===== src/design/dcnf_pkg.sv =====
// Shared types, character codes and constants of the DIMACS CNF token parser.
package dcnf_pkg;

  // Fixed field widths of the result item.
  localparam int unsigned VIDX_W = 16;
  localparam int unsigned LINE_W = 24;
  localparam int unsigned KIND_W = 3;
  localparam logic [LINE_W-1:0] LINE_MAX = {LINE_W{1'b1}};

  // Character codes.
  localparam logic [7:0] CH_TAB   = 8'd9;
  localparam logic [7:0] CH_NL    = 8'd10;
  localparam logic [7:0] CH_CR    = 8'd13;
  localparam logic [7:0] CH_SPACE = 8'd32;
  localparam logic [7:0] CH_ZERO  = 8'h30;
  localparam logic [7:0] CH_NINE  = 8'h39;
  localparam logic [7:0] CH_MINUS = 8'h2d;
  localparam logic [7:0] CH_PLUS  = 8'h2b;
  localparam logic [7:0] CH_P     = 8'h70;
  localparam logic [7:0] CH_C     = 8'h63;
  localparam logic [7:0] CH_I     = 8'h69;
  localparam logic [7:0] CH_N     = 8'h6e;
  localparam logic [7:0] CH_D     = 8'h64;

  // Match position of the last character of the tag that follows a leading c on an independent-variable line.
  localparam logic [1:0] TAG_LAST = 2'd3;

  // Result kinds.
  typedef enum logic [KIND_W-1:0] {
    KIND_LITERAL    = 3'd0,
    KIND_CLAUSE_END = 3'd1,
    KIND_INDEP      = 3'd2,
    KIND_ERROR      = 3'd3,
    KIND_DONE       = 3'd4
  } kind_e;

  // Parser modes, one-hot.
  typedef enum logic [6:0] {
    M_TOP      = 7'b0000001,
    M_SKIPLINE = 7'b0000010,
    M_TAG      = 7'b0000100,
    M_SKIP1    = 7'b0001000,
    M_CLAUSE   = 7'b0010000,
    M_INDEP    = 7'b0100000,
    M_FIN      = 7'b1000000
  } mode_e;

  // One result item.
  typedef struct packed {
    kind_e             kind;
    logic [VIDX_W-1:0] var_index;
    logic              negated;
    logic [LINE_W-1:0] error_line;
    logic              last;
  } res_t;

  // Up to two results written into the result buffer in one cycle.
  typedef struct packed {
    logic [1:0] cnt;
    res_t [1:0] item;
  } push_t;

  // Character of the tag at a given match position.
  function automatic logic [7:0] tag_char(logic [1:0] idx);
    logic [7:0] ch;
    case (idx)
      2'd0:    ch = CH_SPACE;
      2'd1:    ch = CH_I;
      2'd2:    ch = CH_N;
      default: ch = CH_D;
    endcase
    return ch;
  endfunction

endpackage


===== src/design/dcnf_res_fifo.sv =====
// Four-entry result buffer that takes up to two items and gives one item per cycle while popped.
module dcnf_res_fifo (
  input  logic            clk_i,
  input  logic            rst_ni,
  input  dcnf_pkg::push_t push_i,
  input  logic            pop_i,
  output dcnf_pkg::res_t  head_o,
  output logic            valid_o,
  output logic            room_o
);

  localparam int unsigned Depth = 4;
  localparam int unsigned PtrW  = $clog2(Depth);
  localparam int unsigned CntW  = $clog2(Depth + 1);

  dcnf_pkg::res_t  mem [Depth];
  logic [PtrW-1:0] wr_q, wr_d, rd_q, rd_d;
  logic [CntW-1:0] count_q, count_d;
  logic [PtrW-1:0] wr_next;
  logic            do_pop;

  assign do_pop  = pop_i && (count_q != '0);
  assign wr_next = PtrW'(wr_q + 1'b1);

  // Pointer and fill count update.
  always_comb begin
    wr_d    = PtrW'(wr_q + push_i.cnt);
    rd_d    = do_pop ? PtrW'(rd_q + 1'b1) : rd_q;
    count_d = CntW'(count_q + CntW'(push_i.cnt) - CntW'(do_pop));
  end

  always_ff @(posedge clk_i or negedge rst_ni) begin
    if (!rst_ni) begin
      wr_q    <= '0;
      rd_q    <= '0;
      count_q <= '0;
    end else begin
      wr_q    <= wr_d;
      rd_q    <= rd_d;
      count_q <= count_d;
    end
  end

  // Entries are written at the tail and the one after it.
  always_ff @(posedge clk_i) begin
    if (push_i.cnt != 2'd0) begin
      mem[wr_q] <= push_i.item[0];
    end
    if (push_i.cnt == 2'd2) begin
      mem[wr_next] <= push_i.item[1];
    end
  end

  assign head_o  = mem[rd_q];
  assign valid_o = (count_q != '0);
  // Room for a byte's worst case of two results.
  assign room_o  = (count_q <= CntW'(Depth - 2));

endmodule


===== config.mk =====
export PLATFORM = sky130hd
export DESIGN_NAME = dcnf_res_fifo
export DESIGN_NICKNAME = d
export VERILOG_FILES = /design/src/design/dcnf_pkg.sv /design/src/design/dcnf_res_fifo.sv
export SDC_FILE = /design/constraint.sdc
export NUM_CORES = 1
export LEC_CHECK = 0
export ABC_AREA = 1
export ABC_CLOCK_PERIOD_IN_PS = 3200
export BUFFER_PORTS_ARGS = -buffer_cell sky130_fd_sc_hd__buf_2
export CAP_MARGIN = 20
export CORE_ASPECT_RATIO = 0.6
export CORE_MARGIN = 4
export CORE_UTILIZATION = 60
export CTS_BUF_LIST = sky130_fd_sc_hd__clkbuf_8
export DETAILED_ROUTE_END_ITERATION = 8
export HOLD_SLACK_MARGIN = 0.15
export PLACE_DENSITY = 0.95
export SLEW_MARGIN = 40
export SYNTH_ARGS = -nofsm -noshare
export SYNTH_HDL_FRONTEND = slang
export SYNTH_SLANG_ARGS = --single-unit

===== constraint.sdc =====
create_clock -name clk_i -period 3.2 [get_ports clk_i]
set_input_delay 0.64 -clock clk_i [delete_from_list [all_inputs] [get_ports clk_i]]
set_output_delay 0.64 -clock clk_i [all_outputs]
set_load 0.02 [all_outputs]

==> results of run 1 <==
## placed cells by master, fill, tap and decap left out, types with 2 or more instances in the layout
cell	count
ha_1	4
buf_2	141
dfrtp_1	6
bufinv_16	4
clkinv_2	3
inv_2	2
buf_12	3
buf_4	21
nor2_1	91
clkbuf_8	17
clkinvlp_4	3
inv_1	57
nand2_4	2
o21ai_0	90
nand2_1	563
nand3_1	139
edfxtp_1	180
nor2_4	4
nand2_2	5
inv_6	3
## metal layers
layer	up-vias	routed length, µm	share of wire, %
li1	4200	-	-
met1	4133	10700	38
met2	729	12600	45
met3	85	4010	14
met4	4	631	2.3
met5	-	33	0.12
## synth_stat cells, drive strengths merged
master,count
nand2,570
fa,1
a21oi,1
nand3,139
ha,4
o21ai,90
nand4,1
or2,1
clkbuf,19
dfrtp,7
nor2,95
inv,60
edfxtp,180
nand3b,1
buf,60
## critical path: stages, from the launching register on
cell	delay (ps)
dfrtp_4	450
clkinv_2	550
o21ai_0	410
nand2_1	120
buf_2	180
## report_power, final
| group | leakage [µW] | switching, µW | total (µW) | internal [µW] |
|---|---|---|---|---|
| sequential | 0.00177 | 255 | 3990 | 3740 |
| combinational | 0.00336 | 3490 | 4750 | 1260 |
| clock | 0.000212 | 867 | 1720 | 851 |
## cell families after synthesis
logic type	share of synthesized area (%)
adder cells (fa/ha/maj)	0.700
buffers and inverters	6.42
AND/OR/NAND/NOR	32.5
flip-flops	55.8
AO/OA/AOI/OAI	4.55
## worst max path at each step
stage,slack (ps),start,cells past startpoint,endpoint
5_1_grt,190,rd_q[0],4,head_o[16]
4_1_cts,390,rd_q[0],4,head_o[5]
2_1_floorplan,500,push_i[90],7,mem[1][0]
3_5_place_dp,890,rd_q[0],4,head_o[5]
3_3_place_gp,920,rd_q[0],4,head_o[16]
6_report,390,rd_q[0],4,head_o[5]
## sequential cells by signal (all words and copies together), names as in the netlist
signal,cells
mem,180
count_q,3
rd_q,2
wr_q,2
## through the flow
| step | hold slack, ps | setup slack, ps | instance area, µm² | power (µW) | utilization (%) |
|---|---|---|---|---|---|
| global placement | 474 | 924 | 10800 | 8500 | 66.4 |
| CTS | 454 | 389 | 11300 | 10400 | 69.1 |
| floorplan | 344 | 503 | 10000 | 7140 | - |
| detailed placement | 478 | 895 | 10800 | 8710 | 66.4 |
| finish | 466 | 390 | 11300 | 10500 | 69.1 |
| global route | 454 | 190 | 11300 | 11100 | 69.1 |
## final cells by class
| class | instances | area, µm² |
|---|---|---|
| clock buffers | 17 | 234 |
| clock inverters | 15 | 195 |
| fillers | 1216 | 5030 |
| flip-flops and latches | 187 | 5580 |
| well taps | 228 | 285 |
| multi-input cells | 903 | 3810 |
| inverters | 60 | 229 |
| repair buffers | 166 | 933 |
==> out/metrics.csv, run 1 <==
stage,metric,value,unit
outcome,status,finished clean,
floorplanning,io_pins,142,
place,gp_congestion,0.863,
clock_network,postCtsSetupBuffers,0,
global_route,grt_use_met3,7.20,%
floorplanning,die_h,108,µm
setup_path,r2r_cells,6,
routing,via_per_inst,5.81,
global_route,grt_pass1_wl,44600,µm
setup_path,critical_path.reg2reg.endpoint,mem[1][3],
place,dp_hpwl,17500,µm
setup_path,path_class,flip-flop to output pin,
setup_path,arrival,2170,ps
floorplanning,rows,36,
layout,area_delta_synth_final,12.7,%
synthesis,synth.avg_cell_area,8.14,µm²
setup_path,r2r-start,wr_q[0],
synthesis,synth_top_area_share,54.0,%
synthesis,ys_types,23,
clock_network,clk_latency,460,ps
layout,layout-drive-gt1-share,15.8,%
routing,drtPass1Iterations,6,
sta,maxSlewHeadroom,48.6,%
floorplanning,dieArea,18900,µm²
clock_network,cts_tree,built,
global_route,antenna_found_initial,2,
synthesis,ys_warn_count,0,
clock_network,cts-root-buf,clkbuf_8,
global_route,gr-total-overflow,0,
routing,vias,9151,
routing,drc,0,
setup_path,reg2reg_slack,1050,ps
sta,fin_setup_tns,0,ps
clock_network,cts.repair.resized,0,
global_route,grt.met2_usage,48.5,%
routing,antenna_left,0,
hold_path,hold_depth,2,
clock_network,h-tree-depth,4,
layout,fin_cells,1576,
clock_network,path_clk_slew,90,ps
setup_path,crit_required,2560,ps
global_route,grt_start_max_net_pins,95,
place,io_buffers,141,
clock_network,clock-sinks,187,
clock_network,hold_buffers,1,
sta,worstMarginPinSlew,771,ps
synthesis,netlist_instances,1229,
synthesis,synth.cell_area,10000,µm²
run,drv_cap,0,
synthesis,ys_ff_latch,187,
floorplanning,coreArea,16300,µm²
clock_network,cts_buffer_depth,2,
global_route,met1_usage,40.5,%
pwr,ir_drop,0.588,mV
clock_network,cts_made_buffers,17,
floorplanning,initial_core_util,61.3,%
synthesis,synth.area.top_cells,"edfxtp_1 (54%), nand2_1 (21%), nand3_1 (7.0%)",
setup_path,cp-end-kind,output pin,
global_route,first_global_vias,9036,
routing,wl,27900,µm
global_route,grtUsageTotal,30.1,%
layout,nNetsFinal,1435,
sta,fmax,356,MHz
floorplanning,fp.dieW,175,µm
sta,period_share,87.8,%
setup_path,cp_max_fo,46,
global_route,top_usage_layer,met2,
synthesis,yosysSeqAreaShare,55.8,%
sta,hold_viol_final,0,
sta,setup_viol,0,
pwr,leakage,0.00534,µW
sta,fin_skew,16.6,ps
hold_path,min_to,count_q[0],
pwr,p_per_area,929,nW/µm²
sta,rsz0062_at_grt,false,
synthesis,yosysTopAreaCell,edfxtp_1,
sta,fin_crit,2810,ps
hold_path,min-delay-start,push_i[90],
routing,wl_per_cell,17.7,µm
layout,diodes,0,
place,numPlacedInstances,1543,
synthesis,synth_nets,1329,
setup_path,critPathLaunchType,flip-flop,
routing,drtIter0Drc,1394,
sta,drv_slew,0,
hold_path,min_path_type,input pin to flip-flop,
No activity file was read; power rests on OpenSTA's default activity.
==> inputs of run 2 (changes only) <==
Settings changed: ABC_AREA 1 to 0, CAP_MARGIN 20 to 30, CORE_UTILIZATION 60 to 59, PLACE_DENSITY 0.95 to 0.94, SETUP_SLACK_MARGIN set to 0.15.
==> out/metrics.csv, run 2 <==
stage,metric,value,unit
synthesis,synth_compound_area_share,0.446,%
clock_network,postCtsSetupBuffers,0,
setup_path,cp_max_fo,16,
synthesis,synth_top_cells_by_count,"edfxtp_1 (180), mux2_4 (89), mux2_2 (85)",
synthesis,muxShareOfSynthArea,35.5,%
sta,hold_viol_final,0,
global_route,first_global_vias,5469,
sta,fmax,351,MHz
layout,layout-drive-gt1-share,65.7,%
routing,drtIter0Drc,424,
layout,final_cell_mix,"edfxtp_1 (180), buf_2 (141), mux2_4 (89)",
pwr,ir_drop,0.485,mV
setup_path,path_cells,"buf_4, mux4_2, buf_2",
layout,nNetsFinal,725,
clock_network,cts-root-buf,clkbuf_8,
synthesis,ys.flop_type,edfxtp_1,
sta,fin_crit,2850,ps
sta,setup_viol,0,
clock_network,h-tree-depth,4,
floorplanning,initial_core_util,61.1,%
clock_network,cts.repair.resized,0,
place,dp_hpwl,13800,µm
synthesis,synthSimpleGateAreaFrac,0.656,%
global_route,grt_start_max_net_pins,28,
synthesis,synth_top_family_by_area,multiplexers,
synthesis,synth-xor-area-share,0.551,%
floorplanning,fp.dieW,172,µm
layout,top_regs,"mem (180), count_q (3)",
layout,area_delta_synth_final,13.5,%
setup_path,cp-end-kind,output pin,
routing,vias,5165,
clock_network,cts_made_buffers,17,
setup_path,crit_buf_inv,2,
clock_network,clk_latency,450,ps
synthesis,ys_types,28,
sta,worstMarginPinSlew,486,ps
setup_path,critPathLaunchType,flip-flop,
setup_path,arrival,2210,ps
clock_network,path_clk_slew,110,ps
synthesis,synth_async_sr_flop_share,3.74,%
floorplanning,die_h,106,µm
synthesis,yosysTopAreaCell,edfxtp_1,
setup_path,crit_required,2560,ps
synthesis,synth_top_area_share,56.7,%
synthesis,synth_nets,576,
setup_path,slowest_stage,dfrtp_4,
setup_path,cpLargestDelayFamily,flip-flops,
clock_network,cts_buffer_depth,2,
sta,maxSlewHeadroom,66.7,%
setup_path,max_stage_delay,640,ps
place,gp_congestion,0.849,
floorplanning,io_pins,142,
floorplanning,coreArea,15600,µm²
global_route,antenna_found_initial,8,
outcome,status,finished clean,
synthesis,synth.most_common_cell,edfxtp_1,
synthesis,ys_ff_latch,187,
hold_path,min_path_type,input pin to flip-flop,
pwr,p_total,9200,µW
pwr,p_per_area,850,nW/µm²
synthesis,synth.area.top_cells,"edfxtp_1 (57%), mux2_4 (14%), mux4_2 (11%)",
synthesis,synth_adder_area_share,0.735,%
sta,hold_ws,512,ps
sta,fin_skew,21.5,ps
routing,drc,0,
clock_network,cts_tree,built,
floorplanning,dieArea,18300,µm²
global_route,grt_pass1_wl,31700,µm
routing,drtPass1Iterations,5,
synthesis,synth-edff-count,180,
setup_path,path_class,flip-flop to output pin,
layout,mostFrequentLayoutCell,edfxtp_1,
clock_network,clock-sinks,187,
pwr,leakage,0.00402,µW
layout,top_register,mem,
synthesis,synth.cell_area,9530,µm²
place,io_buffers,141,
synthesis,netlist_instances,476,
global_route,gr-total-overflow,0,
synthesis,synth.avg_cell_area,20.0,µm²
synthesis,ys_warn_count,0,
routing,antenna_left,0,
layout,largest_reg_flops,180,
run,drv_cap,0,
sta,period_share,88.9,%
synthesis,yosysSeqAreaShare,58.5,%
sta,rsz0062_at_grt,false,
global_route,grtUsageTotal,23.2,%
routing,wl,20600,µm
routing,wl_per_cell,24.3,µm
routing,via_per_inst,6.11,
sta,drv_slew,0,
floorplanning,rows,35,
-- run 2: changes by cell type in the layout (fill, tap and decap cells not counted), sizes merged, moves of 4 or more --
cell	before	now
buf	165	161
bufinv	4	0
diode	0	4
inv	63	12
mux2	0	180
mux4	0	45
nand2	570	0
nand3	139	0
nor2	95	2
o21ai	90	1
xnor2	0	5
-- run 2: cells by family after synthesis --
logic type / count (synthesis)
and+or+nand+nor: 7
AOI/OAI and AO/OA: 6
muxes: 226
buffers and inverters: 39
DFF: 187
xor gates and xnor gates: 6
adders and majority gates: 5
-- run 2: timing repair --
action	CTS	global route
endpoints found under the hold margin	7	0
hold buffers	1	0
endpoints found under the setup margin	0	0
-- run 2: layer usage --
metal / track usage [%] / up-vias / share of wire (%)
met2: 35.7 / 226 / 46
met5: 0 / - / 0.39
met4: 3.98 / 12 / 0.75
met3: 7.77 / 24 / 10
met1: 33.2 / 2664 / 43
li1: - / 2239 / -
-- run 2: worst paths after layout --
path	cells past startpoint	slack (ps)	start	endpoint
setup / recovery	3	350	rd_q[0]	head_o[20]
hold / removal	2	510	push_i[29]	mem[1][29]
setup reg to reg	3	1080	wr_q[1]	mem[2][19]
hold reg to reg	1	550	count_q[2]	count_q[2]
max in group asynchronous	2	2460	rst_ni	rd_q[0]
min in group asynchronous	2	550	rst_ni	rd_q[1]
-- run 2: where the power goes --
part / internal, µW / switching (µW)
logic: 1650 / 2080
registers: 3640 / 350
clock network: 567 / 914
-- run 2: layout make-up --
type | count | area (µm²)
diodes | 4 | 10.0
clock buffers | 17 | 234
clock inverters | 15 | 140
fillers | 1001 | 4770
inverters | 7 | 26.3
multi-input cells | 250 | 3670
flip-flops and latches | 187 | 5590
well taps | 203 | 254
repair buffers | 162 | 903
-- run 2: stage by stage --
step | instance area (µm²) | setup WS (ps) | std cells | TNS (ps) | utilization, %
after CTS | 10800 | 284 | 841 | 0 | 69.3
after detailed placement | 10400 | 794 | 808 | 0 | 66.9
after floorplan | 9540 | -32.8 | 476 | -2950 | -
final | 10800 | 354 | 845 | 0 | 69.4
after global routing | 10800 | 198 | 843 | 0 | 69.4
after global placement | 10400 | 864 | 808 | 0 | 66.9
==> inputs of run 3 (changes only) <==
Settings changed: ABC_AREA 0 to unset, REMOVE_ABC_BUFFERS set to 1.
==> out/metrics.csv, run 3 (synthesis gave the netlist of run 2 again) <==
stage,metric,value,unit
global_route,grt_start_max_net_pins,46,
run,drv_cap,0,
clock_network,h-tree-depth,4,
outcome,status,finished clean,
setup_path,crit_buf_inv,2,
place,io_buffers,141,
clock_network,path_clk_slew,110,ps
sta,fmax,351,MHz
routing,vias,5149,
setup_path,slowest_stage,dfrtp_4,
global_route,grtUsageTotal,22.8,%
pwr,leakage,0.00401,µW
sta,fin_crit,2850,ps
setup_path,arrival,2210,ps
clock_network,cts_buffer_depth,2,
routing,wl_per_cell,24.6,µm
layout,final_cell_mix,"edfxtp_1 (180), buf_2 (141), mux2_4 (89)",
routing,drtIter0Drc,396,
setup_path,max_stage_delay,660,ps
clock_network,cts_made_buffers,17,
floorplanning,io_pins,142,
setup_path,critPathLaunchType,flip-flop,
clock_network,clock-sinks,187,
sta,maxSlewHeadroom,51.1,%
sta,rsz0062_at_grt,false,
layout,fin_util,69.7,%
sta,fin_setup_tns,0,ps
routing,drtPass1Iterations,5,
floorplanning,fp.dieW,172,µm
pwr,ir_drop,0.421,mV
hold_path,min_path_type,input pin to flip-flop,
global_route,grt_pass1_wl,30900,µm
sta,worstMarginPinSlew,733,ps
clock_network,cts-root-buf,clkbuf_8,
floorplanning,rows,35,
layout,nNetsFinal,716,
layout,largest_reg_flops,180,
layout,top_regs,"mem (180), count_q (3)",
layout,top_register,mem,
floorplanning,dieArea,18300,µm²
floorplanning,die_h,106,µm
setup_path,cp-end-kind,output pin,
routing,drc,0,
sta,drv_slew,0,
setup_path,path_class,flip-flop to output pin,
clock_network,postCtsSetupBuffers,0,
place,gp_congestion,0.773,
clock_network,cts.repair.resized,0,
global_route,gr-total-overflow,0,
floorplanning,coreArea,15600,µm²
layout,mostFrequentLayoutCell,edfxtp_1,
routing,wl,20700,µm
setup_path,cpLargestDelayFamily,flip-flops,
setup_path,cp_max_fo,17,
floorplanning,initial_core_util,61.1,%
layout,area_delta_synth_final,14.0,%
routing,via_per_inst,6.14,
sta,hold_viol_final,0,
place,dp_hpwl,12800,µm
clock_network,clk_latency,470,ps
sta,period_share,89.1,%
global_route,antenna_found_initial,10,
sta,setup_viol,0,
clock_network,cts_tree,built,
layout,layout-drive-gt1-share,65.3,%
routing,antenna_left,0,
sta,fin_skew,11.2,ps
setup_path,path_cells,"buf_4, mux4_2, buf_2",
setup_path,crit_required,2560,ps
global_route,first_global_vias,5446,
pwr,p_per_area,868,nW/µm²
## run 3: cell count changes in the layout (fill, tap and decap cells not counted), moves of 2 or more
cell       change
inv_6          +2
bufinv_16      +3
clkinv_8       -2
buf_4         -14
buf_12         +5
clkinv_4       -3
diode_2        +3
## run 3: metal layers
metal,share of wire (%),GRT usage [%]
met1,39,29.4
met2,49,37.7
met3,11,8.32
met4,0.99,4.54
met5,0.20,0
## run 3: worst paths after layout
path                            start          to  slack [ps]  cells after the start
min reg2reg                count_q[2]  count_q[2]         550                      1
max in group asynchronous      rst_ni     rd_q[0]        2470                      2
min                        push_i[10]  mem[1][10]         500                      2
min in group asynchronous      rst_ni     wr_q[1]         550                      2
max reg2reg                   wr_q[1]  mem[2][16]         980                      3
max                           rd_q[0]  head_o[27]         350                      3
## run 3: cell type report
type	count	area (µm²)
Antenna cell	7	17.5
Inverter	7	26.3
Fill cell	988	4720
Sequential cell	187	5590
Clock inverter	15	186
Tap cell	203	254
Clock buffer	17	234
Timing Repair Buffer	153	898
Multi-Input combinational cell	250	3670
## run 3: what timing repair did
item                                    in CTS  in global routing
hold buffers                                 1                  0
hold endpoints to repair                     7                  0
endpoints found under the setup margin       0                  0
## run 3: stage by stage
step	area [µm²]	setup WS, ps	power, µW	hold slack, ps	std cells
6_report	10900	349	9430	497	839
5_1_grt	10900	200	9850	480	834
4_1_cts	10900	281	9500	471	832
3_5_place_dp	10400	746	7840	485	799
3_3_place_gp	10400	768	7710	480	799
2_1_floorplan	9220	-1830	6510	344	444
## run 3: power breakdown
group	switching [µW]	internal (µW)
Sequential	359	3640
Combinational	2080	1670
Clock	894	786
Total	3330	6100
